**config.mk**
```make
export PLATFORM = sky130hd
export DESIGN_NAME = flicker_frequency_vote_and_stabilize
export DESIGN_NICKNAME = d
export VERILOG_FILES = /design/src/rtl/ffvs_pkg.sv /design/src/rtl/flicker_frequency_vote_and_stabilize.sv /design/src/rtl/ffvs_datapath.sv /design/src/rtl/ffvs_ctrl.sv
export SDC_FILE = /design/constraint.sdc
export NUM_CORES = 2
export LEC_CHECK = 0
export BUFFER_PORTS_ARGS = -buffer_cell sky130_fd_sc_hd__clkbuf_2
export CORE_MARGIN = 1
export CORE_UTILIZATION = 29
export DETAILED_ROUTE_END_ITERATION = 10
export PLACE_DENSITY_LB_ADDON = 0.1
export SYNTH_ARGS = -nofsm -noshare
export SYNTH_HDL_FRONTEND = slang
export SYNTH_SLANG_ARGS = --single-unit
```
**constraint.sdc**
```tcl
create_clock -name i_clk -period 23.1 [get_ports i_clk]
set_clock_uncertainty 0.15 [all_clocks]
set_input_delay 4.62 -clock i_clk [delete_from_list [all_inputs] [get_ports i_clk]]
set_output_delay 4.62 -clock i_clk [all_outputs]
set_load 0.02 [all_outputs]
```
**src/rtl/ffvs_pkg.sv**
```systemverilog
// ----------------------------------------------------------------------------
// ffvs_pkg
// Shared types and constants of the flicker frequency vote and stabiliser.
// ----------------------------------------------------------------------------
package ffvs_pkg;

    localparam int unsigned QShift   = 10;
    localparam int unsigned MaxModes = 2;
    localparam int unsigned RemW     = 17;  // 16 * 4095 fits in 17 bits

    typedef enum logic [2:0] {
        ST_OK       = 3'd0,
        ST_WEAK     = 3'd1,
        ST_SECOND   = 3'd2,
        ST_NO_BOX   = 3'd3,
        ST_SHORT    = 3'd4
    } t_status;

    typedef enum logic [2:0] {
        REG_AMP_THR    = 3'd0,
        REG_RATIO      = 3'd1,
        REG_DELTA      = 3'd2,
        REG_COUNT_THR  = 3'd3,
        REG_CLOSE      = 3'd4,
        REG_BOX_FIRST  = 3'd5,
        REG_BOX_SECOND = 3'd6,
        REG_NONE       = 3'd7
    } t_reg_idx;

    // controller -> datapath
    typedef struct packed {
        logic load;       // capture request, start checks
        logic div_start;  // start remainder for current box
        logic div_step;   // one remainder bit
        logic box_eval;   // compare distance of current box
        logic box_next;   // advance box index
        logic commit;     // update window and flags
        logic show;       // load output register
    } t_cmd;

    // datapath -> controller
    typedef struct packed {
        logic div_done;
        logic last_box;
    } t_sts;

endpackage

```
**src/rtl/flicker_frequency_vote_and_stabilize.sv**
```systemverilog
// ----------------------------------------------------------------------------
// flicker_frequency_vote_and_stabilize
// Vets flicker spectrum requests, votes a mains mode and stabilises it.
// ----------------------------------------------------------------------------
// One request at a time. Each box runs setup, 16 steps of the
// bit-serial remainder of the 16-bit frequency against the box span, a check
// that the remainder is done and a compare of the distance. Commit and result
// load follow, and a new request is taken only once the result is loaded,
// which waits while the output is stalled. The next request may enter while
// the previous result still waits on the output.
module flicker_frequency_vote_and_stabilize #(
    parameter int unsigned WINDOW_DEPTH = 8,
    parameter int unsigned NUM_BOXES    = 2
) (
    input  logic        i_clk,
    input  logic        i_rst_n,
    input  logic        i_valid,
    output logic        o_stall,
    input  logic [31:0] i_peak_amp,
    input  logic [31:0] i_second_amp,
    input  logic [15:0] i_peak_frequency,
    output logic        o_valid,
    input  logic        i_stall,
    output logic [2:0]  o_status,
    output logic [1:0]  o_item_mode,
    output logic [1:0]  o_stable_mode,
    output logic [1:0]  o_reported_mode,
    output logic        o_stats_enable,
    output logic        o_banding_seen,
    output logic        o_sensor_off,
    input  logic        psel,
    input  logic        penable,
    input  logic        pwrite,
    input  logic [4:0]  paddr,
    input  logic [31:0] pwdata,
    output logic [31:0] prdata,
    output logic        pready
);

    logic [15:0] r_amp_thr;
    logic [11:0] r_ratio;
    logic [15:0] r_delta;
    logic [7:0]  r_cnt_thr;
    logic        r_close;
    logic [11:0] r_box1, r_box2;
    ffvs_pkg::t_reg_idx w_idx;

    assign pready = 1'b1;
    assign w_idx  = ffvs_pkg::t_reg_idx'(paddr[4:2]);

    always_ff @(posedge i_clk) begin
        if (!i_rst_n) begin
            r_amp_thr <= 16'd0;
            r_ratio   <= 12'd614;
            r_delta   <= 16'd0;
            r_cnt_thr <= 8'd5;
            r_close   <= 1'b0;
            r_box1    <= 12'd50;
            r_box2    <= 12'd60;
        end else if (psel && penable && pwrite && paddr[1:0] == 2'b00) begin
            unique case (w_idx)
                ffvs_pkg::REG_AMP_THR:    r_amp_thr <= pwdata[15:0];
                ffvs_pkg::REG_RATIO:      r_ratio   <= pwdata[11:0];
                ffvs_pkg::REG_DELTA:      r_delta   <= pwdata[15:0];
                ffvs_pkg::REG_COUNT_THR:  r_cnt_thr <= pwdata[7:0];
                ffvs_pkg::REG_CLOSE:      r_close   <= pwdata[0];
                ffvs_pkg::REG_BOX_FIRST:  r_box1    <= pwdata[11:0];
                ffvs_pkg::REG_BOX_SECOND: r_box2    <= pwdata[11:0];
                default: ;
            endcase
        end
    end

    always_comb begin
        unique case (w_idx)
            ffvs_pkg::REG_AMP_THR:    prdata = {16'd0, r_amp_thr};
            ffvs_pkg::REG_RATIO:      prdata = {20'd0, r_ratio};
            ffvs_pkg::REG_DELTA:      prdata = {16'd0, r_delta};
            ffvs_pkg::REG_COUNT_THR:  prdata = {24'd0, r_cnt_thr};
            ffvs_pkg::REG_CLOSE:      prdata = {31'd0, r_close};
            ffvs_pkg::REG_BOX_FIRST:  prdata = {20'd0, r_box1};
            ffvs_pkg::REG_BOX_SECOND: prdata = {20'd0, r_box2};
            default:                  prdata = 32'd0;
        endcase
    end

    ffvs_pkg::t_cmd w_cmd;
    ffvs_pkg::t_sts w_sts;

    ffvs_ctrl u_ctrl (
        .i_clk   (i_clk),
        .i_rst_n (i_rst_n),
        .i_valid (i_valid),
        .o_stall (o_stall),
        .o_valid (o_valid),
        .i_stall (i_stall),
        .o_cmd   (w_cmd),
        .i_sts   (w_sts)
    );

    ffvs_datapath #(
        .WINDOW_DEPTH (WINDOW_DEPTH),
        .NUM_BOXES    (NUM_BOXES)
    ) u_dp (
        .i_clk                    (i_clk),
        .i_rst_n                  (i_rst_n),
        .i_cmd                    (w_cmd),
        .o_sts                    (w_sts),
        .i_peak_amp               (i_peak_amp),
        .i_second_amp             (i_second_amp),
        .i_peak_frequency         (i_peak_frequency),
        .i_amp_threshold          (r_amp_thr),
        .i_second_peak_ratio      (r_ratio),
        .i_vote_delta_limit       (r_delta),
        .i_stable_count_threshold (r_cnt_thr),
        .i_close_after_change     (r_close),
        .i_box_freq_first         (r_box1),
        .i_box_freq_second        (r_box2),
        .o_status                 (o_status),
        .o_item_mode              (o_item_mode),
        .o_stable_mode            (o_stable_mode),
        .o_reported_mode          (o_reported_mode),
        .o_stats_enable           (o_stats_enable),
        .o_banding_seen           (o_banding_seen),
        .o_sensor_off             (o_sensor_off)
    );

endmodule

```
**src/rtl/ffvs_datapath.sv**
```systemverilog
// ----------------------------------------------------------------------------
// ffvs_datapath
// Amplitude checks, serial remainder per box, window and majority vote.
// ----------------------------------------------------------------------------
module ffvs_datapath #(
    parameter int unsigned WINDOW_DEPTH = 8,
    parameter int unsigned NUM_BOXES    = 2
) (
    input  logic                 i_clk,
    input  logic                 i_rst_n,
    input  ffvs_pkg::t_cmd       i_cmd,
    output ffvs_pkg::t_sts       o_sts,
    input  logic [31:0]          i_peak_amp,
    input  logic [31:0]          i_second_amp,
    input  logic [15:0]          i_peak_frequency,
    input  logic [15:0]          i_amp_threshold,
    input  logic [11:0]          i_second_peak_ratio,
    input  logic [15:0]          i_vote_delta_limit,
    input  logic [7:0]           i_stable_count_threshold,
    input  logic                 i_close_after_change,
    input  logic [11:0]          i_box_freq_first,
    input  logic [11:0]          i_box_freq_second,
    output logic [2:0]           o_status,
    output logic [1:0]           o_item_mode,
    output logic [1:0]           o_stable_mode,
    output logic [1:0]           o_reported_mode,
    output logic                 o_stats_enable,
    output logic                 o_banding_seen,
    output logic                 o_sensor_off
);

    localparam int unsigned PtrW   = (WINDOW_DEPTH > 1) ? $clog2(WINDOW_DEPTH) : 1;
    localparam int unsigned CntW   = $clog2(WINDOW_DEPTH + 1);
    localparam int unsigned NbEff  = (NUM_BOXES < ffvs_pkg::MaxModes) ?
                                     NUM_BOXES : ffvs_pkg::MaxModes;
    localparam int unsigned RemW   = ffvs_pkg::RemW;

    // request capture and amplitude checks
    logic [15:0] r_freq;
    ffvs_pkg::t_status r_fail;  // ok, weak or second high
    logic [31:0] n_thr_sq;
    logic [43:0] n_prod;

    assign n_thr_sq = i_amp_threshold * i_amp_threshold;
    assign n_prod   = i_peak_amp * i_second_peak_ratio;

    always_ff @(posedge i_clk) begin
        if (i_cmd.load) begin
            r_freq   <= i_peak_frequency;
            if (i_peak_amp < n_thr_sq) begin
                r_fail <= ffvs_pkg::ST_WEAK;
            end else if (i_second_amp > n_prod[43:ffvs_pkg::QShift]) begin
                r_fail <= ffvs_pkg::ST_SECOND;
            end else begin
                r_fail <= ffvs_pkg::ST_OK;
            end
        end
    end

    // serial remainder freq16 mod span, one bit per cycle
    logic          r_box;
    logic [RemW-1:0] r_rem;
    logic [4:0]    r_bit;
    logic [11:0]   w_base;
    logic [RemW-1:0] w_span;
    logic [RemW:0]   w_trial;

    assign w_base  = r_box ? i_box_freq_second : i_box_freq_first;
    assign w_span  = {1'b0, w_base, 4'b0000};
    assign w_trial = {r_rem, r_freq[r_bit[3:0]]};

    always_ff @(posedge i_clk) begin
        if (i_cmd.div_start) begin
            r_rem <= '0;
            r_bit <= 5'd15;
        end else if (i_cmd.div_step) begin
            if (w_trial >= {1'b0, w_span}) begin
                r_rem <= RemW'(w_trial - {1'b0, w_span});
            end else begin
                r_rem <= w_trial[RemW-1:0];
            end
            r_bit <= r_bit - 5'd1;
        end
    end

    assign o_sts.div_done = r_bit[4];
    assign o_sts.last_box = (32'(r_box) + 32'd1 >= NbEff);

    // box distance compare
    logic [15:0] r_best;
    logic [1:0]  r_mode;
    logic [RemW-1:0] w_up;
    logic [12:0] w_d0, w_d1, w_d;

    assign w_up = w_span - r_rem;
    assign w_d0 = r_rem[RemW-1:4];
    assign w_d1 = w_up[RemW-1:4];
    assign w_d  = (w_d0 < w_d1) ? w_d0 : w_d1;

    always_ff @(posedge i_clk) begin
        if (i_cmd.load) begin
            r_box  <= 1'b0;
            r_best <= i_vote_delta_limit;
            r_mode <= 2'd0;
        end else begin
            if (i_cmd.box_eval && (w_base != 12'd0) && ({3'b000, w_d} < r_best)) begin
                r_best <= {3'b000, w_d};
                r_mode <= {1'b0, r_box} + 2'd1;
            end
            if (i_cmd.box_next) begin
                r_box <= 1'b1;
            end
        end
    end

    // window and counts
    logic [1:0]      r_win [WINDOW_DEPTH];
    logic [PtrW-1:0] r_ptr;
    logic [CntW-1:0] r_cnt1, r_cnt2;
    logic [1:0]      r_held;
    logic            r_stats, r_band, r_off;

    logic [PtrW-1:0] w_nptr;
    logic [1:0]      w_leave;
    logic [CntW-1:0] w_c1, w_c2, w_bcnt;
    logic [1:0]      w_bmode;
    logic            w_stable;

    always_comb begin
        w_nptr = (32'(r_ptr) + 32'd1 >= WINDOW_DEPTH) ? '0 : PtrW'(r_ptr + 1'b1);
        // entry under the new pointer; itself if depth wraps onto the write slot
        w_leave = (w_nptr == r_ptr) ? r_mode : r_win[w_nptr];
        w_c1 = r_cnt1 + CntW'(r_mode == 2'd1);
        w_c2 = r_cnt2 + CntW'(r_mode == 2'd2);
        if (w_leave == 2'd1 && w_c1 != '0) begin
            w_c1 = w_c1 - 1'b1;
        end
        if (w_leave == 2'd2 && w_c2 != '0) begin
            w_c2 = w_c2 - 1'b1;
        end
        if (w_c2 > w_c1) begin
            w_bmode = 2'd2;
            w_bcnt  = w_c2;
        end else begin
            w_bmode = 2'd1;
            w_bcnt  = w_c1;
        end
        w_stable = (32'(w_bcnt) >= 32'(i_stable_count_threshold));
    end

    always_ff @(posedge i_clk) begin
        if (!i_rst_n) begin
            for (int i = 0; i < WINDOW_DEPTH; i++) begin
                r_win[i] <= 2'd0;
            end
            r_ptr   <= '0;
            r_cnt1  <= '0;
            r_cnt2  <= '0;
            r_held  <= 2'd0;
            r_stats <= 1'b1;
            r_band  <= 1'b0;
            r_off   <= 1'b0;
        end else if (i_cmd.commit) begin
            if (r_fail != ffvs_pkg::ST_OK) begin
                r_stats <= 1'b1;
            end else begin
                r_band <= 1'b1;
                if (r_mode == 2'd0) begin
                    r_stats <= 1'b1;
                end else begin
                    r_win[r_ptr] <= r_mode;
                    r_ptr        <= w_nptr;
                    r_cnt1       <= w_c1;
                    r_cnt2       <= w_c2;
                    if (w_stable) begin
                        r_stats <= 1'b0;
                        r_held  <= w_bmode;
                        if (i_close_after_change) begin
                            r_off <= 1'b1;
                            for (int i = 0; i < WINDOW_DEPTH; i++) begin
                                r_win[i] <= 2'd0;
                            end
                            r_cnt1 <= '0;
                            r_cnt2 <= '0;
                        end
                    end else begin
                        r_stats <= 1'b1;
                    end
                end
            end
        end
    end

    // result register, loaded together with the window update on commit
    logic [2:0] r_status;
    logic [1:0] r_item, r_stab;
    logic       r_was_stable;

    always_ff @(posedge i_clk) begin
        if (i_cmd.commit) begin
            if (r_fail == ffvs_pkg::ST_WEAK) begin
                r_status <= ffvs_pkg::ST_WEAK;
            end else if (r_fail == ffvs_pkg::ST_SECOND) begin
                r_status <= ffvs_pkg::ST_SECOND;
            end else if (r_mode == 2'd0) begin
                r_status <= ffvs_pkg::ST_NO_BOX;
            end else if (w_stable) begin
                r_status <= ffvs_pkg::ST_OK;
            end else begin
                r_status <= ffvs_pkg::ST_SHORT;
            end
            r_item       <= (r_fail == ffvs_pkg::ST_OK) ? r_mode : 2'd0;
            r_stab       <= w_bmode;
            r_was_stable <= (r_fail == ffvs_pkg::ST_OK) && (r_mode != 2'd0) && w_stable;
        end
    end

    always_ff @(posedge i_clk) begin
        if (i_cmd.show) begin
            o_status        <= r_status;
            o_item_mode     <= r_item;
            o_stable_mode   <= r_was_stable ? r_stab : 2'd0;
            o_reported_mode <= r_held;
            o_stats_enable  <= r_stats;
            o_banding_seen  <= r_band;
            o_sensor_off    <= r_off;
        end
    end

endmodule

```
**src/rtl/ffvs_ctrl.sv**
```systemverilog
// ----------------------------------------------------------------------------
// ffvs_ctrl
// Sequencer: accept request, run box remainders, commit, present result.
// ----------------------------------------------------------------------------
module ffvs_ctrl (
    input  logic           i_clk,
    input  logic           i_rst_n,
    input  logic           i_valid,
    output logic           o_stall,
    output logic           o_valid,
    input  logic           i_stall,
    output ffvs_pkg::t_cmd o_cmd,
    input  ffvs_pkg::t_sts i_sts
);

    typedef enum logic [5:0] {
        S_IDLE   = 6'b000001,
        S_START  = 6'b000010,
        S_DIV    = 6'b000100,
        S_EVAL   = 6'b001000,
        S_COMMIT = 6'b010000,
        S_SHOW   = 6'b100000
    } t_state;

    t_state r_state, n_state;
    logic   r_ovalid, n_ovalid;
    logic   w_take, w_out_free;

    assign w_out_free = !r_ovalid || !i_stall;
    assign o_stall    = (r_state != S_IDLE);
    assign w_take     = (r_state == S_IDLE) && i_valid;
    assign o_valid    = r_ovalid;

    always_comb begin
        n_state  = r_state;
        n_ovalid = r_ovalid && i_stall;
        o_cmd    = '0;
        unique case (r_state)
            S_IDLE: begin
                if (w_take) begin
                    o_cmd.load = 1'b1;
                    n_state    = S_START;
                end
            end
            S_START: begin
                o_cmd.div_start = 1'b1;
                n_state         = S_DIV;
            end
            S_DIV: begin
                if (i_sts.div_done) begin
                    n_state = S_EVAL;
                end else begin
                    o_cmd.div_step = 1'b1;
                end
            end
            S_EVAL: begin
                o_cmd.box_eval = 1'b1;
                if (i_sts.last_box) begin
                    n_state = S_COMMIT;
                end else begin
                    o_cmd.box_next = 1'b1;
                    n_state        = S_START;
                end
            end
            S_COMMIT: begin
                o_cmd.commit = 1'b1;
                n_state      = S_SHOW;
            end
            S_SHOW: begin
                if (w_out_free) begin
                    o_cmd.show = 1'b1;
                    n_ovalid   = 1'b1;
                    n_state    = S_IDLE;
                end
            end
            default: n_state = S_IDLE;
        endcase
    end

    always_ff @(posedge i_clk) begin
        if (!i_rst_n) begin
            r_state  <= S_IDLE;
            r_ovalid <= 1'b0;
        end else begin
            r_state  <= n_state;
            r_ovalid <= n_ovalid;
        end
    end

endmodule

```
==> implementation parameters <==
Parameter                              Value

Run status
  Status    finished, final reports clean

Critical path
  Crit end category    flip-flop
  Data arrival, critical path    12.02 ns
  Crit-path max FO    13
  Critical Path RT    23.15 ns
  Critical path startpoint category    input port
  Kind of critical path    in -> reg

Final layout
  Number of diodes    0
  Multi-input logic area    0.0228 mm2
  Area occupied by registers    0.00461 mm2
  NumNets Final    4312
  Number of fill cells in the layout    10882
  Proportion of layout cells with a drive suffix above 1    7.46%
  Final design instance area without fill    0.0327 mm2
  Post-synthesis to final-layout area growth    8.52%

STA
  Maximum clock rate    83.6 MHz
  Transition time of the tightest slew-check pin    1.07 ns
  RSZ-0062 raised after global routing    no
  Final worst path period need    11.97 ns
  Setup violations, final    0
  Final cycle utilization of the critical path    51.8%
  Total Negative Setup Slacks    0 ns
  Final-report max-slew violation count    0
  Max_slew headroom    28.4%
  Number of hold-slack violations in the final timing report    0

Synthesis
  Count of warnings emitted by yosys    0
  Mean instance size in the synthesized netlist    8.87 um2
  Post-synthesis sequential area ratio    15.3%
  Register bit count reported by yosys    195
  Post-synth cell types    75
  Post-synth EDFFs    70
  Post-synth design cell area    0.0301 mm2
  Most used DFF post-synth    sky130_fd_sc_hd__dfxtp_1
  Async set or reset register ratio after synthesis    0%
  Syn Inst Count    3395

Placed design
  HPWL after DPL    67.5 mm
  GPL Wtd Cong    0.778
  Quantity of I/O buffers inserted on ports    137
  Cell area after placement    0.0321 mm2

Global route
  Maximum number of pins on one net before global-route repair    80
  GRT Total Usage    17.0%
  Number of global-route vias before repair    23344
  Initial antenna violation count    6
  Congestion Overflow GR    0
  Wire length of the first global-routing pass    138 mm

CTS
  Clk buf depth    2
  Worst skew pair latency    0.47 ns
  Clk sinks    195
  Resized Gates After CTS    0
  Clock transition at path regs    0.07 ns
  Hold-fix buffers, CTS    0
  Number of H-tree levels    4
  Setup fix buffers added after clock tree synthesis    0
  Root Buffer    sky130_fd_sc_hd__clkbuf_16
  Clock tree from TritonCTS    yes
  Clock buffers created by TritonCTS    17

Power and ir drop
  Net switching power    962 uW
  Total leakage power    0.0159 uW
  Sw Ratio    46.1%
  Logic gate share of total power    64.1%
  Clock power frac    15.0%
  Cell Pwr Density    63.9 mW/mm2
  Internal power summed over all cells    1130 uW
  Post-route total power    2090 uW
  Worst-case vdd ir drop    0.0481 mV
  Sequential cell fraction of total power    20.9%

Flow run
  Max cap viols    0

Floorplan
  Number of primary I/O pins    171
  # rows    117
  Width of the chip    324 um
  Initial cell density of the core    29.4%
  Die footprint    0.105 mm2
  Die outline height    324 um
  Placeable Area    0.102 mm2

Detailed routing
  Number of detailed-routing iterations run before antenna repair    5
  Vias per inst    4.70
  Remaining antenna violation count after routing    0
  Routed via count    22573
  Detail-routed net length per standard cell    18.2 um
  Count of routing violations after the opening detailed-route iteration    1064
  Routed wire length    87.5 mm
  DRC violation count after routing    0

Worst hold path
  Worst hold path class    reg -> reg
==> metal layers <==
metal | track usage, % | wire [um] | share of wire [%] | up-vias
met4 | 2.75 | 1080 | 1.2 | 10
met2 | 29.7 | 43200 | 49 | 279
met5 | 0 | 50 | 0.057 | -
met3 | 1.41 | 2040 | 2.3 | 60
met1 | 23.2 | 41100 | 47 | 11333
li1 | - | - | - | 10891
==> logic make-up after synthesis <==
logic type,Yosys count,share of synthesized area [%]
other,2,0.0249
buffers and inverters,717,9.17
AO/OA/AOI/OAI,466,9.59
adder cells (fa/ha/maj),769,43.5
AND/OR/NAND/NOR,1066,16.4
flip-flops,195,15.3
XOR/XNOR,97,2.82
multiplexers,83,3.16
==> Yosys cell counts, drive strengths merged (37+ instances only) <==
cell | number | share of area [%]
dfxtp | 125 | 8.3
xor2 | 37 | 1.1
a21oi | 189 | 3.1
edfxtp | 70 | 7.0
fa | 464 | 31
mux2i | 50 | 1.7
o21ai | 89 | 1.5
nor2 | 143 | 1.8
clkbuf | 152 | 1.9
and2 | 177 | 3.7
nand3 | 41 | 0.68
inv | 538 | 6.7
nand2 | 535 | 6.7
xnor2 | 60 | 1.7
ha | 305 | 13
a21o | 46 | 1.1
==> through the flow <==
| stage | util [%] | std cells | hold WS, ns | setup slack (ns) |
|---|---|---|---|---|
| 6_report | 31.9 | 4800 | 0.279 | 11.13 |
| 5_1_grt | 31.9 | 4800 | 0.284 | 10.70 |
| 4_1_cts | 31.9 | 4800 | 0.280 | 11.10 |
| 3_5_place_dp | 31.4 | 4768 | 0.262 | 10.65 |
| 3_3_place_gp | 31.4 | 4768 | 0.260 | 10.65 |
| 2_1_floorplan | - | 3410 | 0.250 | 12.00 |
==> registers in the layout, indices dropped and copies added, names as in the netlist, 8 cells and up <==
register / cells
r_amp_thr: 16
r_box1: 12
r_box2: 12
r_cnt_thr: 8
r_delta: 16
r_ratio: 12
u_dp.r_best: 16
u_dp.r_freq: 16
u_dp.r_rem: 17
u_dp.r_win: 16
==> power groups by stage <==
| stage | clock (uW) | combinational (uW) | sequential (uW) |
|---|---|---|---|
| 6_report | 313 | 1340 | 436 |
| 5_1_grt | 332 | 1530 | 442 |
| 4_1_cts | 322 | 1370 | 438 |
| 3_5_place_dp | 0 | 1360 | 445 |
| 3_3_place_gp | 0 | 1360 | 445 |
| 2_1_floorplan | 0 | 1000 | 429 |
==> critical path: stages <==
cell and delay, ns:
sky130_fd_sc_hd__clkbuf_2 0.32, sky130_fd_sc_hd__nand2_1 0.14, sky130_fd_sc_hd__fa_1 0.56, sky130_fd_sc_hd__inv_1 0.05
sky130_fd_sc_hd__fa_1 0.46, sky130_fd_sc_hd__ha_1 0.34, sky130_fd_sc_hd__fa_1 0.52, sky130_fd_sc_hd__fa_1 0.50
sky130_fd_sc_hd__ha_1 0.33, sky130_fd_sc_hd__nand3_1 0.08, sky130_fd_sc_hd__or4_1 0.44, sky130_fd_sc_hd__a31oi_1 0.66
sky130_fd_sc_hd__o211ai_1 0.32, sky130_fd_sc_hd__o211ai_1 0.28, sky130_fd_sc_hd__a21oi_1 0.22, sky130_fd_sc_hd__o211ai_1 0.24
sky130_fd_sc_hd__o311ai_1 0.14, sky130_fd_sc_hd__xor2_1 0.17, sky130_fd_sc_hd__ha_1 0.20, sky130_fd_sc_hd__a21o_1 0.15
sky130_fd_sc_hd__a21o_1 0.18, sky130_fd_sc_hd__a21oi_1 0.24, sky130_fd_sc_hd__a21boi_0 0.15, sky130_fd_sc_hd__o311ai_0 0.39
sky130_fd_sc_hd__nor3_1 0.11, sky130_fd_sc_hd__buf_4 0.19
==> final timing paths <==
check | start | to | slack, ns | depth (start not counted)
worst min-delay path | u_dp.r_status[0] | u_dp.o_status[0] | 0.28 | 0
worst max-delay path | i_peak_amp[3] | u_dp.r_fail[1] | 11.13 | 26
worst max register to register | r_amp_thr[11] | u_dp.r_fail[1] | 14.49 | 27
worst min register to register | u_dp.r_status[0] | u_dp.o_status[0] | 0.28 | 0
==> area by class of cell <==
cell class                 count  share of cell area [%]
sequential                   195                    14.1
clock buffer                  17                    1.30
inverter                     540                    6.20
timing repair buffer         167                    2.79
clock inverter                15                   0.528
multi-input combinational   2498                    69.8
tap                         1368                    5.24
==> placed cells by master, fill, tap and decap left out, types with 89 or more instances in the layout <==
cell type | synthesis | final
sky130_fd_sc_hd__fa_1 | 464 | 464
sky130_fd_sc_hd__a21oi_1 | 189 | 189
sky130_fd_sc_hd__clkbuf_2 | 0 | 137
sky130_fd_sc_hd__ha_1 | 305 | 305
sky130_fd_sc_hd__o21ai_0 | 89 | 89
sky130_fd_sc_hd__nor2_1 | 143 | 142
sky130_fd_sc_hd__and2_1 | 177 | 177
sky130_fd_sc_hd__inv_1 | 537 | 537
sky130_fd_sc_hd__dfxtp_1 | 125 | 124
sky130_fd_sc_hd__nand2_1 | 535 | 535
No activity file was read; power rests on OpenSTA's default activity.
